--- src/hw/rtl/brb_pkg.sv ---
package brb_pkg;

    localparam int DEF_CAPACITY = 256;
    localparam int MAX_RESULTS  = 64;
    localparam int CMD_W        = 3;
    localparam int CNT_W        = 7;
    localparam int LVL_W        = 9;
    localparam int STS_W        = 2;

    localparam logic [CMD_W-1:0] CMD_PUSH    = 3'd0;
    localparam logic [CMD_W-1:0] CMD_POP     = 3'd1;
    localparam logic [CMD_W-1:0] CMD_ADVANCE = 3'd2;
    localparam logic [CMD_W-1:0] CMD_REWIND  = 3'd3;
    localparam logic [CMD_W-1:0] CMD_PEEK    = 3'd4;
    localparam logic [CMD_W-1:0] CMD_REMOVE  = 3'd5;

    localparam logic [STS_W-1:0] ST_OK    = 2'd0;
    localparam logic [STS_W-1:0] ST_FULL  = 2'd1;
    localparam logic [STS_W-1:0] ST_EMPTY = 2'd2;
    localparam logic [STS_W-1:0] ST_BAD   = 2'd3;

    // controller to datapath
    typedef struct packed {
        logic load;
        logic setup;
        logic run;
        logic pk_rd;
        logic pk_emit;
        logic mv_rd;
        logic mv_wr;
        logic finish;
    } t_dp_cmd;

    // datapath to controller
    typedef struct packed {
        logic is_long;
        logic peek_go;
        logic move_go;
        logic rem_zero;
        logic rem_one;
        logic out_free;
    } t_dp_stat;

endpackage

--- src/hw/rtl/brb_ctrl.sv ---
module brb_ctrl import brb_pkg::*; (
    input  logic     i_clk,
    input  logic     i_rst_n,
    input  logic     i_valid,
    input  t_dp_stat i_stat,
    output t_dp_cmd  o_cmd,
    output logic     o_busy
);

    localparam logic [2:0] S_IDLE    = 3'd0;
    localparam logic [2:0] S_DECODE  = 3'd1;
    localparam logic [2:0] S_RUN     = 3'd2;
    localparam logic [2:0] S_PK_RD   = 3'd3;
    localparam logic [2:0] S_PK_EMIT = 3'd4;
    localparam logic [2:0] S_MV_RD   = 3'd5;
    localparam logic [2:0] S_MV_WR   = 3'd6;
    localparam logic [2:0] S_FINISH  = 3'd7;

    logic [2:0] r_state;
    logic [2:0] n_state;

    always_comb begin
        n_state = r_state;
        o_cmd   = '0;
        case (r_state)
            S_IDLE: begin
                if (i_valid) begin
                    o_cmd.load = 1'b1;
                    n_state    = S_DECODE;
                end
            end
            S_DECODE: begin
                o_cmd.setup = 1'b1;
                n_state     = i_stat.is_long ? S_RUN : S_FINISH;
            end
            S_RUN: begin
                o_cmd.run = 1'b1;
                if (i_stat.peek_go) begin
                    n_state = S_PK_RD;
                end else if (i_stat.move_go) begin
                    n_state = S_MV_RD;
                end else begin
                    n_state = S_FINISH;
                end
            end
            S_PK_RD: begin
                o_cmd.pk_rd = 1'b1;
                n_state     = S_PK_EMIT;
            end
            S_PK_EMIT: begin
                // hold the byte until the output register frees up
                if (i_stat.out_free) begin
                    o_cmd.pk_emit = 1'b1;
                    n_state       = i_stat.rem_zero ? S_IDLE : S_PK_RD;
                end
            end
            S_MV_RD: begin
                o_cmd.mv_rd = 1'b1;
                n_state     = S_MV_WR;
            end
            S_MV_WR: begin
                o_cmd.mv_wr = 1'b1;
                n_state     = i_stat.rem_one ? S_FINISH : S_MV_RD;
            end
            S_FINISH: begin
                if (i_stat.out_free) begin
                    o_cmd.finish = 1'b1;
                    n_state      = S_IDLE;
                end
            end
            default: begin
                n_state = S_IDLE;
            end
        endcase
    end

    always_ff @(posedge i_clk) begin
        if (!i_rst_n) begin
            r_state <= S_IDLE;
        end else begin
            r_state <= n_state;
        end
    end

    assign o_busy = (r_state != S_IDLE);

endmodule

--- src/hw/rtl/brb_dp.sv ---
module brb_dp import brb_pkg::*; #(
    parameter int CAPACITY = DEF_CAPACITY
) (
    input  logic             i_clk,
    input  logic             i_rst_n,
    input  t_dp_cmd          i_cmd,
    output t_dp_stat         o_stat,
    input  logic [CMD_W-1:0] i_command,
    input  logic [7:0]       i_data_byte,
    input  logic [7:0]       i_offset,
    input  logic [CNT_W-1:0] i_count,
    input  logic             i_stall,
    output logic             o_valid,
    output logic [7:0]       o_read_data,
    output logic [LVL_W-1:0] o_fill_level,
    output logic [LVL_W-1:0] o_free_space,
    output logic [STS_W-1:0] o_status,
    output logic             o_last
);

    localparam int IW = $clog2(CAPACITY);
    localparam int CW = $clog2(CAPACITY + 1);
    localparam int RW = (CW > CNT_W) ? CW : CNT_W;
    localparam int AW = RW + 1;
    localparam logic [IW:0]      CAP_I = (IW + 1)'(CAPACITY);
    localparam logic [AW-1:0]    CAP_A = AW'(CAPACITY);
    localparam logic [CNT_W-1:0] MAX_C = CNT_W'(MAX_RESULTS);

    // a + b mod CAPACITY, for a below CAPACITY and b at most CAPACITY
    function automatic logic [IW-1:0] wrap_add(input logic [IW:0] a, input logic [IW:0] b);
        logic [IW:0] s;
        s = a + b;
        if (s >= CAP_I) begin
            s = s - CAP_I;
        end
        return s[IW-1:0];
    endfunction

    // a - n mod CAPACITY, for a below CAPACITY and n at most CAPACITY
    function automatic logic [IW-1:0] wrap_sub(input logic [IW:0] a, input logic [IW:0] n);
        logic [IW:0] s;
        if (a >= n) begin
            s = a - n;
        end else begin
            s = a + CAP_I - n;
        end
        return s[IW-1:0];
    endfunction

    logic [7:0] mem [CAPACITY];

    logic [CMD_W-1:0] r_command;
    logic [7:0]       r_data_byte;
    logic [7:0]       r_offset;
    logic [CNT_W-1:0] r_count;
    logic [IW-1:0]    r_ri;
    logic [IW-1:0]    r_wi;
    logic [CW-1:0]    r_stored;
    logic [IW-1:0]    r_pos;
    logic [IW-1:0]    r_src;
    logic [IW-1:0]    r_dst;
    logic [IW-1:0]    r_rel;
    logic [RW-1:0]    r_rem;
    logic             r_clip;
    logic [7:0]       r_rdata;
    logic             r_o_valid;
    logic [7:0]       r_o_data;
    logic [LVL_W-1:0] r_o_fill;
    logic [LVL_W-1:0] r_o_free;
    logic [STS_W-1:0] r_o_status;
    logic             r_o_last;

    logic [IW-1:0]    off_tab [256];
    logic [IW-1:0]    off_m;
    logic [AW-1:0]    cnt_a;
    logic [AW-1:0]    sto_a;
    logic [AW-1:0]    rel_a;
    logic [AW-1:0]    space_a;
    logic [AW-1:0]    adv_n;
    logic [AW-1:0]    rew_n;
    logic [RW-1:0]    moves;
    logic [RW-1:0]    peek_n;
    logic             rm_bad;
    logic             full;
    logic             empty;
    logic [IW-1:0]    n_ri;
    logic [IW-1:0]    n_wi;
    logic [CW-1:0]    n_stored;
    logic [STS_W-1:0] fin_status;
    logic [7:0]       fin_data;
    logic             push_wr;
    logic             mem_we;
    logic [IW-1:0]    mem_wa;
    logic [7:0]       mem_wd;
    logic             rd_en;
    logic [IW-1:0]    rd_addr;

    // offset reduced modulo the capacity
    for (genvar g = 0; g < 256; g++) begin : g_off_tab
        assign off_tab[g] = IW'(g % CAPACITY);
    end

    assign off_m   = off_tab[r_offset];
    assign cnt_a   = AW'(r_count);
    assign sto_a   = AW'(r_stored);
    assign rel_a   = AW'(r_rel);
    assign space_a = CAP_A - sto_a;
    assign full    = (sto_a >= CAP_A);
    assign empty   = (r_stored == '0);
    assign adv_n   = (cnt_a > sto_a) ? sto_a : cnt_a;
    assign rew_n   = (cnt_a > space_a) ? space_a : cnt_a;
    assign rm_bad  = (r_count > MAX_C) || ((rel_a + cnt_a) > sto_a);
    assign moves   = RW'(sto_a - rel_a - cnt_a);
    assign peek_n  = (r_count > MAX_C) ? RW'(MAX_RESULTS) : RW'(r_count);

    always_comb begin
        n_ri       = r_ri;
        n_wi       = r_wi;
        n_stored   = r_stored;
        fin_status = ST_OK;
        fin_data   = '0;
        push_wr    = 1'b0;
        case (r_command)
            CMD_PUSH: begin
                if (full) begin
                    fin_status = ST_FULL;
                end else begin
                    push_wr  = 1'b1;
                    n_wi     = wrap_add({1'b0, r_wi}, (IW + 1)'(1));
                    n_stored = CW'(sto_a + AW'(1));
                end
            end
            CMD_POP: begin
                if (empty) begin
                    fin_status = ST_EMPTY;
                end else begin
                    fin_data = r_rdata;
                    n_ri     = wrap_add({1'b0, r_ri}, (IW + 1)'(1));
                    n_stored = CW'(sto_a - AW'(1));
                end
            end
            CMD_ADVANCE: begin
                if (cnt_a > sto_a) begin
                    fin_status = ST_EMPTY;
                end
                n_ri     = wrap_add({1'b0, r_ri}, (IW + 1)'(adv_n));
                n_stored = CW'(sto_a - adv_n);
            end
            CMD_REWIND: begin
                if (cnt_a > space_a) begin
                    fin_status = ST_EMPTY;
                end
                n_ri     = wrap_sub({1'b0, r_ri}, (IW + 1)'(rew_n));
                n_stored = CW'(sto_a + rew_n);
            end
            CMD_PEEK: begin
                // only a zero-length peek ends here
                fin_status = ST_OK;
            end
            CMD_REMOVE: begin
                if (rm_bad) begin
                    fin_status = ST_BAD;
                end else if (r_count != '0) begin
                    n_wi     = wrap_sub({1'b0, r_wi}, (IW + 1)'(cnt_a));
                    n_stored = CW'(sto_a - cnt_a);
                end
            end
            default: begin
                fin_status = ST_BAD;
            end
        endcase
    end

    assign mem_we  = (i_cmd.finish && push_wr) || i_cmd.mv_wr;
    assign mem_wa  = i_cmd.mv_wr ? r_dst : r_wi;
    assign mem_wd  = i_cmd.mv_wr ? r_rdata : r_data_byte;
    assign rd_en   = i_cmd.setup || i_cmd.pk_rd || i_cmd.mv_rd;
    assign rd_addr = i_cmd.pk_rd ? r_pos : (i_cmd.mv_rd ? r_src : r_ri);

    always_ff @(posedge i_clk) begin
        if (mem_we) begin
            mem[mem_wa] <= mem_wd;
        end
        if (rd_en) begin
            r_rdata <= mem[rd_addr];
        end
    end

    always_ff @(posedge i_clk) begin
        if (i_cmd.load) begin
            r_command   <= i_command;
            r_data_byte <= i_data_byte;
            r_offset    <= i_offset;
            r_count     <= i_count;
        end
        if (i_cmd.setup) begin
            r_pos <= off_m;
            r_dst <= off_m;
            r_src <= wrap_add({1'b0, off_m}, (IW + 1)'(r_count));
            r_rel <= wrap_sub({1'b0, off_m}, {1'b0, r_ri});
        end
        if (i_cmd.run) begin
            if (r_command == CMD_PEEK) begin
                r_rem  <= peek_n;
                r_clip <= (r_count > MAX_C);
            end else begin
                r_rem <= moves;
            end
        end
        if (i_cmd.pk_rd) begin
            r_pos <= wrap_add({1'b0, r_pos}, (IW + 1)'(1));
            r_rem <= r_rem - RW'(1);
        end
        if (i_cmd.mv_rd) begin
            r_src <= wrap_add({1'b0, r_src}, (IW + 1)'(1));
        end
        if (i_cmd.mv_wr) begin
            r_dst <= wrap_add({1'b0, r_dst}, (IW + 1)'(1));
            r_rem <= r_rem - RW'(1);
        end
        if (i_cmd.pk_emit) begin
            r_o_data   <= r_rdata;
            r_o_fill   <= LVL_W'(r_stored);
            r_o_free   <= LVL_W'(space_a);
            r_o_status <= r_clip ? ST_BAD : ST_OK;
            r_o_last   <= (r_rem == '0);
        end
        if (i_cmd.finish) begin
            r_o_data   <= fin_data;
            r_o_fill   <= LVL_W'(n_stored);
            r_o_free   <= LVL_W'(CAP_A - AW'(n_stored));
            r_o_status <= fin_status;
            r_o_last   <= 1'b1;
        end
    end

    always_ff @(posedge i_clk) begin
        if (!i_rst_n) begin
            r_ri      <= '0;
            r_wi      <= '0;
            r_stored  <= '0;
            r_o_valid <= 1'b0;
        end else begin
            if (i_cmd.finish) begin
                r_ri     <= n_ri;
                r_wi     <= n_wi;
                r_stored <= n_stored;
            end
            if (i_cmd.pk_emit || i_cmd.finish) begin
                r_o_valid <= 1'b1;
            end else if (!i_stall) begin
                r_o_valid <= 1'b0;
            end
        end
    end

    assign o_stat.is_long  = (r_command == CMD_PEEK) || (r_command == CMD_REMOVE);
    assign o_stat.peek_go  = (r_command == CMD_PEEK) && (r_count != '0);
    assign o_stat.move_go  = (r_command == CMD_REMOVE) && !rm_bad && (r_count != '0)
                             && (moves != '0);
    assign o_stat.rem_zero = (r_rem == '0);
    assign o_stat.rem_one  = (r_rem == RW'(1));
    assign o_stat.out_free = !r_o_valid || !i_stall;

    assign o_valid      = r_o_valid;
    assign o_read_data  = r_o_data;
    assign o_fill_level = r_o_fill;
    assign o_free_space = r_o_free;
    assign o_status     = r_o_status;
    assign o_last       = r_o_last;

endmodule

--- src/hw/rtl/byte_ring_buffer_with_compaction.sv ---
// Channel   Direction  Handshake          Payload
// input     in         i_valid / o_stall  i_command, i_data_byte, i_offset, i_count
// result    out        o_valid / i_stall  o_read_data, o_fill_level, o_free_space,
//                                         o_status, o_last
//
// Push, pop, advance, rewind, bad command: load, decode and finish states; the decode
// state reads the byte store and the finish state loads the output register.
// Peek of n bytes: one store read and one result beat per byte (count zero: one beat).
// Remove: the bytes behind the removed range are shifted down, each read, then written.
// Reset clears indices, fill count and output valid; the byte store is not cleared.
// A held result blocks only the next beat; a new item is taken while it waits.
module byte_ring_buffer_with_compaction import brb_pkg::*; #(
    parameter int CAPACITY = DEF_CAPACITY
) (
    input  logic             i_clk,
    input  logic             i_rst_n,
    input  logic             i_valid,
    output logic             o_stall,
    input  logic [CMD_W-1:0] i_command,
    input  logic [7:0]       i_data_byte,
    input  logic [7:0]       i_offset,
    input  logic [CNT_W-1:0] i_count,
    output logic             o_valid,
    input  logic             i_stall,
    output logic [7:0]       o_read_data,
    output logic [LVL_W-1:0] o_fill_level,
    output logic [LVL_W-1:0] o_free_space,
    output logic [STS_W-1:0] o_status,
    output logic             o_last
);

    t_dp_cmd  dp_cmd;
    t_dp_stat dp_stat;
    logic     busy;

    brb_ctrl u_ctrl (
        .i_clk   (i_clk),
        .i_rst_n (i_rst_n),
        .i_valid (i_valid),
        .i_stat  (dp_stat),
        .o_cmd   (dp_cmd),
        .o_busy  (busy)
    );

    brb_dp #(
        .CAPACITY (CAPACITY)
    ) u_dp (
        .i_clk        (i_clk),
        .i_rst_n      (i_rst_n),
        .i_cmd        (dp_cmd),
        .o_stat       (dp_stat),
        .i_command    (i_command),
        .i_data_byte  (i_data_byte),
        .i_offset     (i_offset),
        .i_count      (i_count),
        .i_stall      (i_stall),
        .o_valid      (o_valid),
        .o_read_data  (o_read_data),
        .o_fill_level (o_fill_level),
        .o_free_space (o_free_space),
        .o_status     (o_status),
        .o_last       (o_last)
    );

    assign o_stall = busy;

endmodule

--- config.mk ---
export PLATFORM = sky130hd
export DESIGN_NAME = byte_ring_buffer_with_compaction
export DESIGN_NICKNAME = d
export VERILOG_FILES = /design/src/hw/rtl/brb_pkg.sv /design/src/hw/rtl/brb_ctrl.sv /design/src/hw/rtl/brb_dp.sv /design/src/hw/rtl/byte_ring_buffer_with_compaction.sv
export SDC_FILE = /design/constraint.sdc
export NUM_CORES = 2
export LEC_CHECK = 0
export BUFFER_PORTS_ARGS = -buffer_cell sky130_fd_sc_hd__buf_2
export CAP_MARGIN = 20
export CELL_PAD_IN_SITES_DETAIL_PLACEMENT = 1
export CELL_PAD_IN_SITES_GLOBAL_PLACEMENT = 2
export CORE_MARGIN = 2
export CORE_UTILIZATION = 30
export CTS_BUF_LIST = sky130_fd_sc_hd__clkbuf_16
export CTS_CLUSTER_DIAMETER = 100
export DETAILED_ROUTE_END_ITERATION = 12
export GPL_TIMING_DRIVEN = 0
export MAX_ROUTING_LAYER = met4
export PLACE_DENSITY_LB_ADDON = 0.1
export SYNTH_ARGS = -nofsm -noshare
export SYNTH_HDL_FRONTEND = slang
export SYNTH_SLANG_ARGS = --single-unit
--- constraint.sdc ---
create_clock -name i_clk -period 9.83 [get_ports i_clk]
set_input_delay 0.4915 -clock i_clk [delete_from_list [all_inputs] [get_ports i_clk]]
set_output_delay 0.4915 -clock i_clk [all_outputs]
set_load 0.01 [all_outputs]
Word-level counts from Yosys, hierarchy flattened
Memory sizes are Yosys's and may differ from the RTL's. A register that Yosys moved wholly into a read port is not among the register bits.
Cells that the tools add are included.
Widths: inputs -> output; s select.
{"block": "totals", "regBits": 126, "ram_bits": 2048, "romBits": 2048, "output_inout_bits": 31, "word_cells": 208, "mem_count": 2}
{"memory": "(no name shown)", "words": 256, "word_bits": 8, "rd": 1, "rd_ports_with_merged_regs": 0, "write_ports": 0, "line_no": "brb_dp.sv:103", "source": "assign off_m = off_tab[r_offset];"}
{"memory": "u_dp.mem", "words": 256, "word_bits": 8, "rd": 1, "rd_ports_with_merged_regs": 1, "write_ports": 1, "line_no": "brb_dp.sv:50", "source": "logic [7:0] mem [CAPACITY];"}
{"block": "op_classes", "n_addsub": 34, "n_lt_le_gt_ge": 16, "n_eq_ne": 21, "muxes": 81, "n_bitwise": 1, "n_reduce_logical": 33}
{"cell": "$mux 8", "n": 29}
{"cell": "$mux 9", "n": 14}
{"cell": "$ge 9x9->1 const B", "n": 9}
{"cell": "$sub 8x1->8 const B", "n": 7}
{"cell": "$add 8x1->9 const B", "n": 5}
{"cell": "$pmux 9 s5", "n": 1}
{"cell": "$sub 8x8->8", "n": 4}
{"cell": "$add 8x1->8 const B", "n": 3}
{"cell": "$pmux 3 s8", "n": 1}
{"cell": "$pmux 8 s3", "n": 1}
{"cell": "$mux 2", "n": 10}
{"cell": "$add 8x7->9", "n": 2}
{"cell": "$eq 3x3->1 const B", "n": 6}
{"cell": "$logic_not 9->1", "n": 2}
{"cell": "$sub 9x1->9 const B", "n": 2}
{"cell": "$sub 9x7->9", "n": 2}
{"cell": "$mux 1", "n": 17}
{"cell": "$pmux 8 s2", "n": 1}
{"cell": "$sub 8x7->8", "n": 2}
{"cell": "$mux 3", "n": 5}
{"cell": "$ne 2x2->1 const B", "n": 7}
{"cell": "$eq 3x2->1 const B", "n": 4}
{"cell": "$pmux 2 s6", "n": 1}
{"cell": "$gt 10x9->1", "n": 1}
{"cell": "29 further kinds", "n": 50}

Longest topological paths before layout
{"block": "logic_depth", "ltp_word": 10, "depth_mapped": 27}

Modules after synthesis
A second synthesis with hierarchy kept.
{"block": "hier_totals", "hier_cells": 6195, "hier_area_um2": 91157.4}
{"mod": "brb_dp", "instances": 1, "cells_per_inst": 6160, "area_per_inst_um2": 90878.4, "seq_area_each_um2": 65132.5}
{"mod": "brb_ctrl", "instances": 1, "cells_per_inst": 35, "area_per_inst_um2": 279.0, "seq_area_each_um2": 60.1}

Least setup slack after synthesis
OpenSTA, ideal clock, no wires.
{"block": "synth_path", "path_type": "reg-to-reg", "from": "reg u_ctrl.r_state[0]", "to": "mem u_dp.mem[0][1], data pin", "setup_time_ns": 0.823, "arrival_ns": 4.965, "required_ns": 9.007, "slack_ns": 4.043, "path_stages_with_launch": 10, "synth_period_minus_slack_ns": 5.787, "path_cell_list": "dfxtp_1 -> buf_4 -> clkbuf_1 -> nand2b_1 -> nor2_1 -> clkbuf_1 -> clkbuf_1 -> buf_1 -> nand2_1 -> nand2_1"}
{"block": "synth_between", "elab_chain_cells": 3}
{"item": "start, declared", "line_no": "brb_ctrl.sv:19", "source": "logic [2:0] r_state;"}
{"item": "start signal, assigned", "line_no": "brb_ctrl.sv:81", "source": "r_state <= n_state;"}
{"item": "$eq 3x3->1", "line_no": "brb_ctrl.sv:25", "source": "case (r_state)"}
{"item": "$mux 1", "line_no": "brb_ctrl.sv:25"}
{"item": "$mux 8", "line_no": "brb_dp.sv:176", "source": "assign mem_wd = i_cmd.mv_wr ? r_rdata : r_data_byte;"}
{"item": "named net u_dp.mem_wd[1]", "line_no": "brb_dp.sv:94", "source": "logic [7:0] mem_wd;"}
{"item": "end, declared", "line_no": "brb_dp.sv:50"}
The timed path passes the listed nets, and every way through them passes these cells.

Worst setup path after layout
{"block": "layout_path", "from": "reg u_dp.r_stored[0]", "to": "reg u_dp.r_o_free[8], in the netlist u_dp.o_free_space[8], data pin"}
{"block": "layout_between", "elab_chain_cells": 7, "word_cells_on_any_way": 22}
{"item": "start, declared", "line_no": "brb_dp.sv:58", "source": "logic [CW-1:0] r_stored;"}
{"item": "start signal, assigned", "line_no": "brb_dp.sv:247", "source": "r_stored <= n_stored;"}
{"item": "$sub 9x9->10", "line_no": "brb_dp.sv:107", "source": "assign space_a = CAP_A - sto_a;"}
{"item": "$gt 7x10->1", "line_no": "brb_dp.sv:111", "source": "assign rew_n = (cnt_a > space_a) ? space_a : cnt_a;"}
{"item": "$mux 9", "line_no": "brb_dp.sv:111"}
{"item": "$add 9x9->9", "line_no": "brb_dp.sv:154", "source": "n_stored = CW'(sto_a + rew_n);"}
{"item": "$pmux 9 s5", "line_no": "brb_dp.sv:123", "source": "case (r_command)"}
{"item": "$sub 9x9->9", "line_no": "brb_dp.sv:231", "source": "r_o_free <= LVL_W'(CAP_A - AW'(n_stored));"}
{"item": "$mux 9 *", "line_no": "brb_dp.sv:228", "source": "if (i_cmd.finish) begin"}
{"item": "end signal, assigned", "line_no": "brb_dp.sv:224", "source": "r_o_free <= LVL_W'(space_a);"}
{"item": "end signal, assigned", "line_no": "brb_dp.sv:231"}
{"item": "end, declared", "line_no": "brb_dp.sv:69", "source": "logic [LVL_W-1:0] r_o_free;"}
Every way passes the cells marked *; elsewhere a longest branch is shown, timed or not. The select of a mux whose other input is x is not followed.
A chain may end at the register's enable or synchronous reset.

==> flow_summary.ini <==
[placed_design]
port_buffers = 60
place_congestion = 1.04
hpwl_mm = 485
post_dp_cell_area_sq_um = 103000

[detailed_routing]
via_per_inst = 6.34
drt_iter0_markers = 15200
wire_per_inst_um = 55.3
final_antenna_net_count = 0
finalWirelength_mm = 690
drcViolationCount = 0
dr.pass1.iters = 6
via_count = 79100

[clocking]
htreeDepth = 5
cts_sinks = 2181
cts_buffers = 273
post_cts_buffers = 0
ctsLongestPathBuffers = 4
clk_pin_slew_ps = 60
worstSkewPairLatency_ps = 970
root_buffer = clkbuf_16
cts_tree = built

[timing]
setup_viol = 0
skew_ps = 104
finalMaxSlewViolations = 0
whs_ps = 104
rsz0062_at_grt = false
worst_pin_slew_ps = 1350
fin_crit_ps = 8500
max_slew_margin = 0.101
fmax_mhz = 118
setup_tns_ps = 0
period_share = 0.865
hold_violations = 0

[die]
chipWidth_um = 560
row_count = 204
initial_utilization = 0.301
die_y_um = 560
dieArea_sq_um = 313000
core-area_sq_um = 308000
io_pins = 61

[global_routing]
overflow = 0
grt_pass1_wl_mm = 848
grt_pass1_vias = 70800
gr-usage-all-layers = 0.442
antenna_found_initial = 178
grt_max_degree = 86

[power_and_ir_drop]
p_per_area_nw_per_um2 = 243
power_w = 0.0273
swShare = 0.367
power.leakage_nw = 39.3
pwr-share-seq = 0.395
peakVddDrop_uv = 139
clockPowerShare = 0.360
p_int_w = 0.0173
combinationalPowerShare = 0.245
power.switching_w = 0.0100

[logic_synthesis]
yosysMostFrequentCell = edfxtp_1
synthArstFlopShare = 0
synthTopCellsByArea = edfxtp_1, nand2_1, nand3_1, mux2i_1, nor2_1
synth-seq-cells = 2181
synthAdderAreaFrac = 0.0171
synth_top_family_by_area = simple AND/OR/NAND/NOR gates
yosysWarningCount = 0
synth_compound_area_frac = 0.0761
synthMuxAreaShare = 0.0194
synth_xor_area_frac = 0.00904
synth_top_cell_by_area = edfxtp_1
syn-num-nets = 7484
syn_area_sq_um = 92600
synth_flop_cell = edfxtp_1
synth_common_cells = edfxtp_1, nand2_1, nand3_1
synth-edff-count = 2151
synthSimpleGateAreaFrac = 0.148
ys_seq_area_frac = 0.704
synth_top_area_frac = 0.697
post_synth_num_cell_types = 83
syn_inst = 7337
avgSynthCellArea_sq_um = 12.6

[final_layout]
nFillCells = 32500
register_area_sq_um = 65200
syn2layout_area_growth_pct = 21.5
drive_above_1_share = 0.152
utilization = 0.365
final_cell_area_sq_um = 113000
nets = 8166
multi_input_area_sq_um = 25400

[run_status]
status = finished clean

[worst_setup_path]
critPathKind = reg -> reg
crit_path_end_kind = flop
cp_slowest_cell = dfxtp_1
crit_family = compound AO/OA/AOI/OAI gates
cp.arrival_ps = 9130
cpMostUsedCell = ha_1
r2r_setup_slack_ps = 1330
max_stage_delay_ps = 860
critPathMaxFanout = 12
cp.required_ps = 10460
cp-start-kind = flop
crit_buf_inv = 3

[job]
cap_viol_max_count = 0

[worst_hold_path]
hold_class = in -> reg
## state kept, by name (all words and copies together), names as in the netlist, 9 cells and up
name               count
u_dp.r_stored          9
u_dp.o_free_space      9
u_dp.r_rem             9
u_dp.mem            2048
## worst paths after layout
path,startpoint,endpoint,depth (start not counted)
max reg2reg,u_dp.r_stored[0]$_SDFFE_PN0P_,u_dp.o_free_space[8]$_DFFE_PP_,25
min reg2reg,u_dp.o_last$_SDFFE_PP1P_,u_dp.o_last$_SDFFE_PP1P_,1
min,i_stall,u_dp.o_valid$_SDFFE_PN0P_,3
max,u_dp.r_stored[0]$_SDFFE_PN0P_,u_dp.o_free_space[8]$_DFFE_PP_,25
## power by group through the flow
stage	Combinational, W	Clock (W)	Sequential [W]
final	0.00668	0.00984	0.0108
after floorplan	0.00208	0	0.0111
after global placement	0.00578	0	0.0114
after CTS	0.00622	0.00982	0.0108
after detailed placement	0.00620	0	0.0110
after global routing	0.00643	0.0101	0.0108
## what timing repair did
item | 4_1_cts | 5_1_grt
hold endpoints to repair | 29 | 0
resized for setup | 0 | 0
hold buffers | 27 | 0
## final cells by class
class	instances	area share
repair buffers	407	0.0487
diodes	125	0.00278
flip-flops and latches	2181	0.579
clock inverters	212	0.0125
inverters	93	0.00310
plain buffers	458	0.0200
well taps	4120	0.0458
clock buffers	278	0.0618
multi-input cells	4605	0.226
## per-stage QoR
stage | std cells | setup WS, ps
2_1_floorplan | 7337 | 4040
3_3_place_gp | 11500 | -2880
3_5_place_dp | 11800 | 1390
4_1_cts | 12300 | 1360
5_1_grt | 12400 | 829
6_report | 12500 | 1330
## layer usage
layer / vias up / part of all wire / track usage
met4: 0 / 0.076 / 0.290
met3: 1495 / 0.12 / 0.134
li1: 28800 / - / -
met2: 6657 / 0.42 / 0.607
met5: - / 0 / -
met1: 42200 / 0.39 / 0.559
## cell usage in the layout, fill, tap and decap left out, types with 31 or more instances in the layout
cell       synthesis  routed
a32oi_1           42      42
clkbuf_2           0      69
a31oi_1          124     124
inv_1             90     158
nor2_1           420     342
buf_16             0      52
clkbuf_16          0     278
a211oi_1          55      55
a21oi_1          249     247
nor2_2             2      70
nor3_1            49      36
a221oi_1          37      37
nand4_1           61      61
ha_1             101     101
edfxtp_1        2151    2151
clkinv_1           3      66
o21ai_0          131     125
a311oi_1          63      62
buf_8              0      62
nand2_1         1778    1768
nand3_1          635     635
mux2i_1          165     165
buf_4             30      89
o31a_1            31      31
and3_1            86      86
buf_2            237     331
clkinv_2           0      48
clkbuf_1         157      88
diode_2            0     125
buf_12             0      58
xnor2_1           65      65
buf_6              0      76
## cell families (layout without fill, tap and decap cells)
logic type,Yosys count,after routing
flip-flops,2181,2181
AO/OA/AOI/OAI,1029,1029
buffers and inverters,551,1448
other,0,125
multiplexers,178,178
AND/OR/NAND/NOR,3187,3187
XOR/XNOR,94,94
adder cells (fa/ha/maj),117,117
## worst reg2reg max path: cells and delay by family (launching register included)
family                   cells  cell delay (ps)
adder cells (fa/ha/maj)      4             1350
AND/OR/NAND/NOR              5              770
buffers and inverters        3             1020
multiplexers                 1              220
AO/OA/AOI/OAI               11             3200
flip-flops                   1              860
XOR/XNOR                     1              830
No activity file was read; power rests on OpenSTA's default activity.
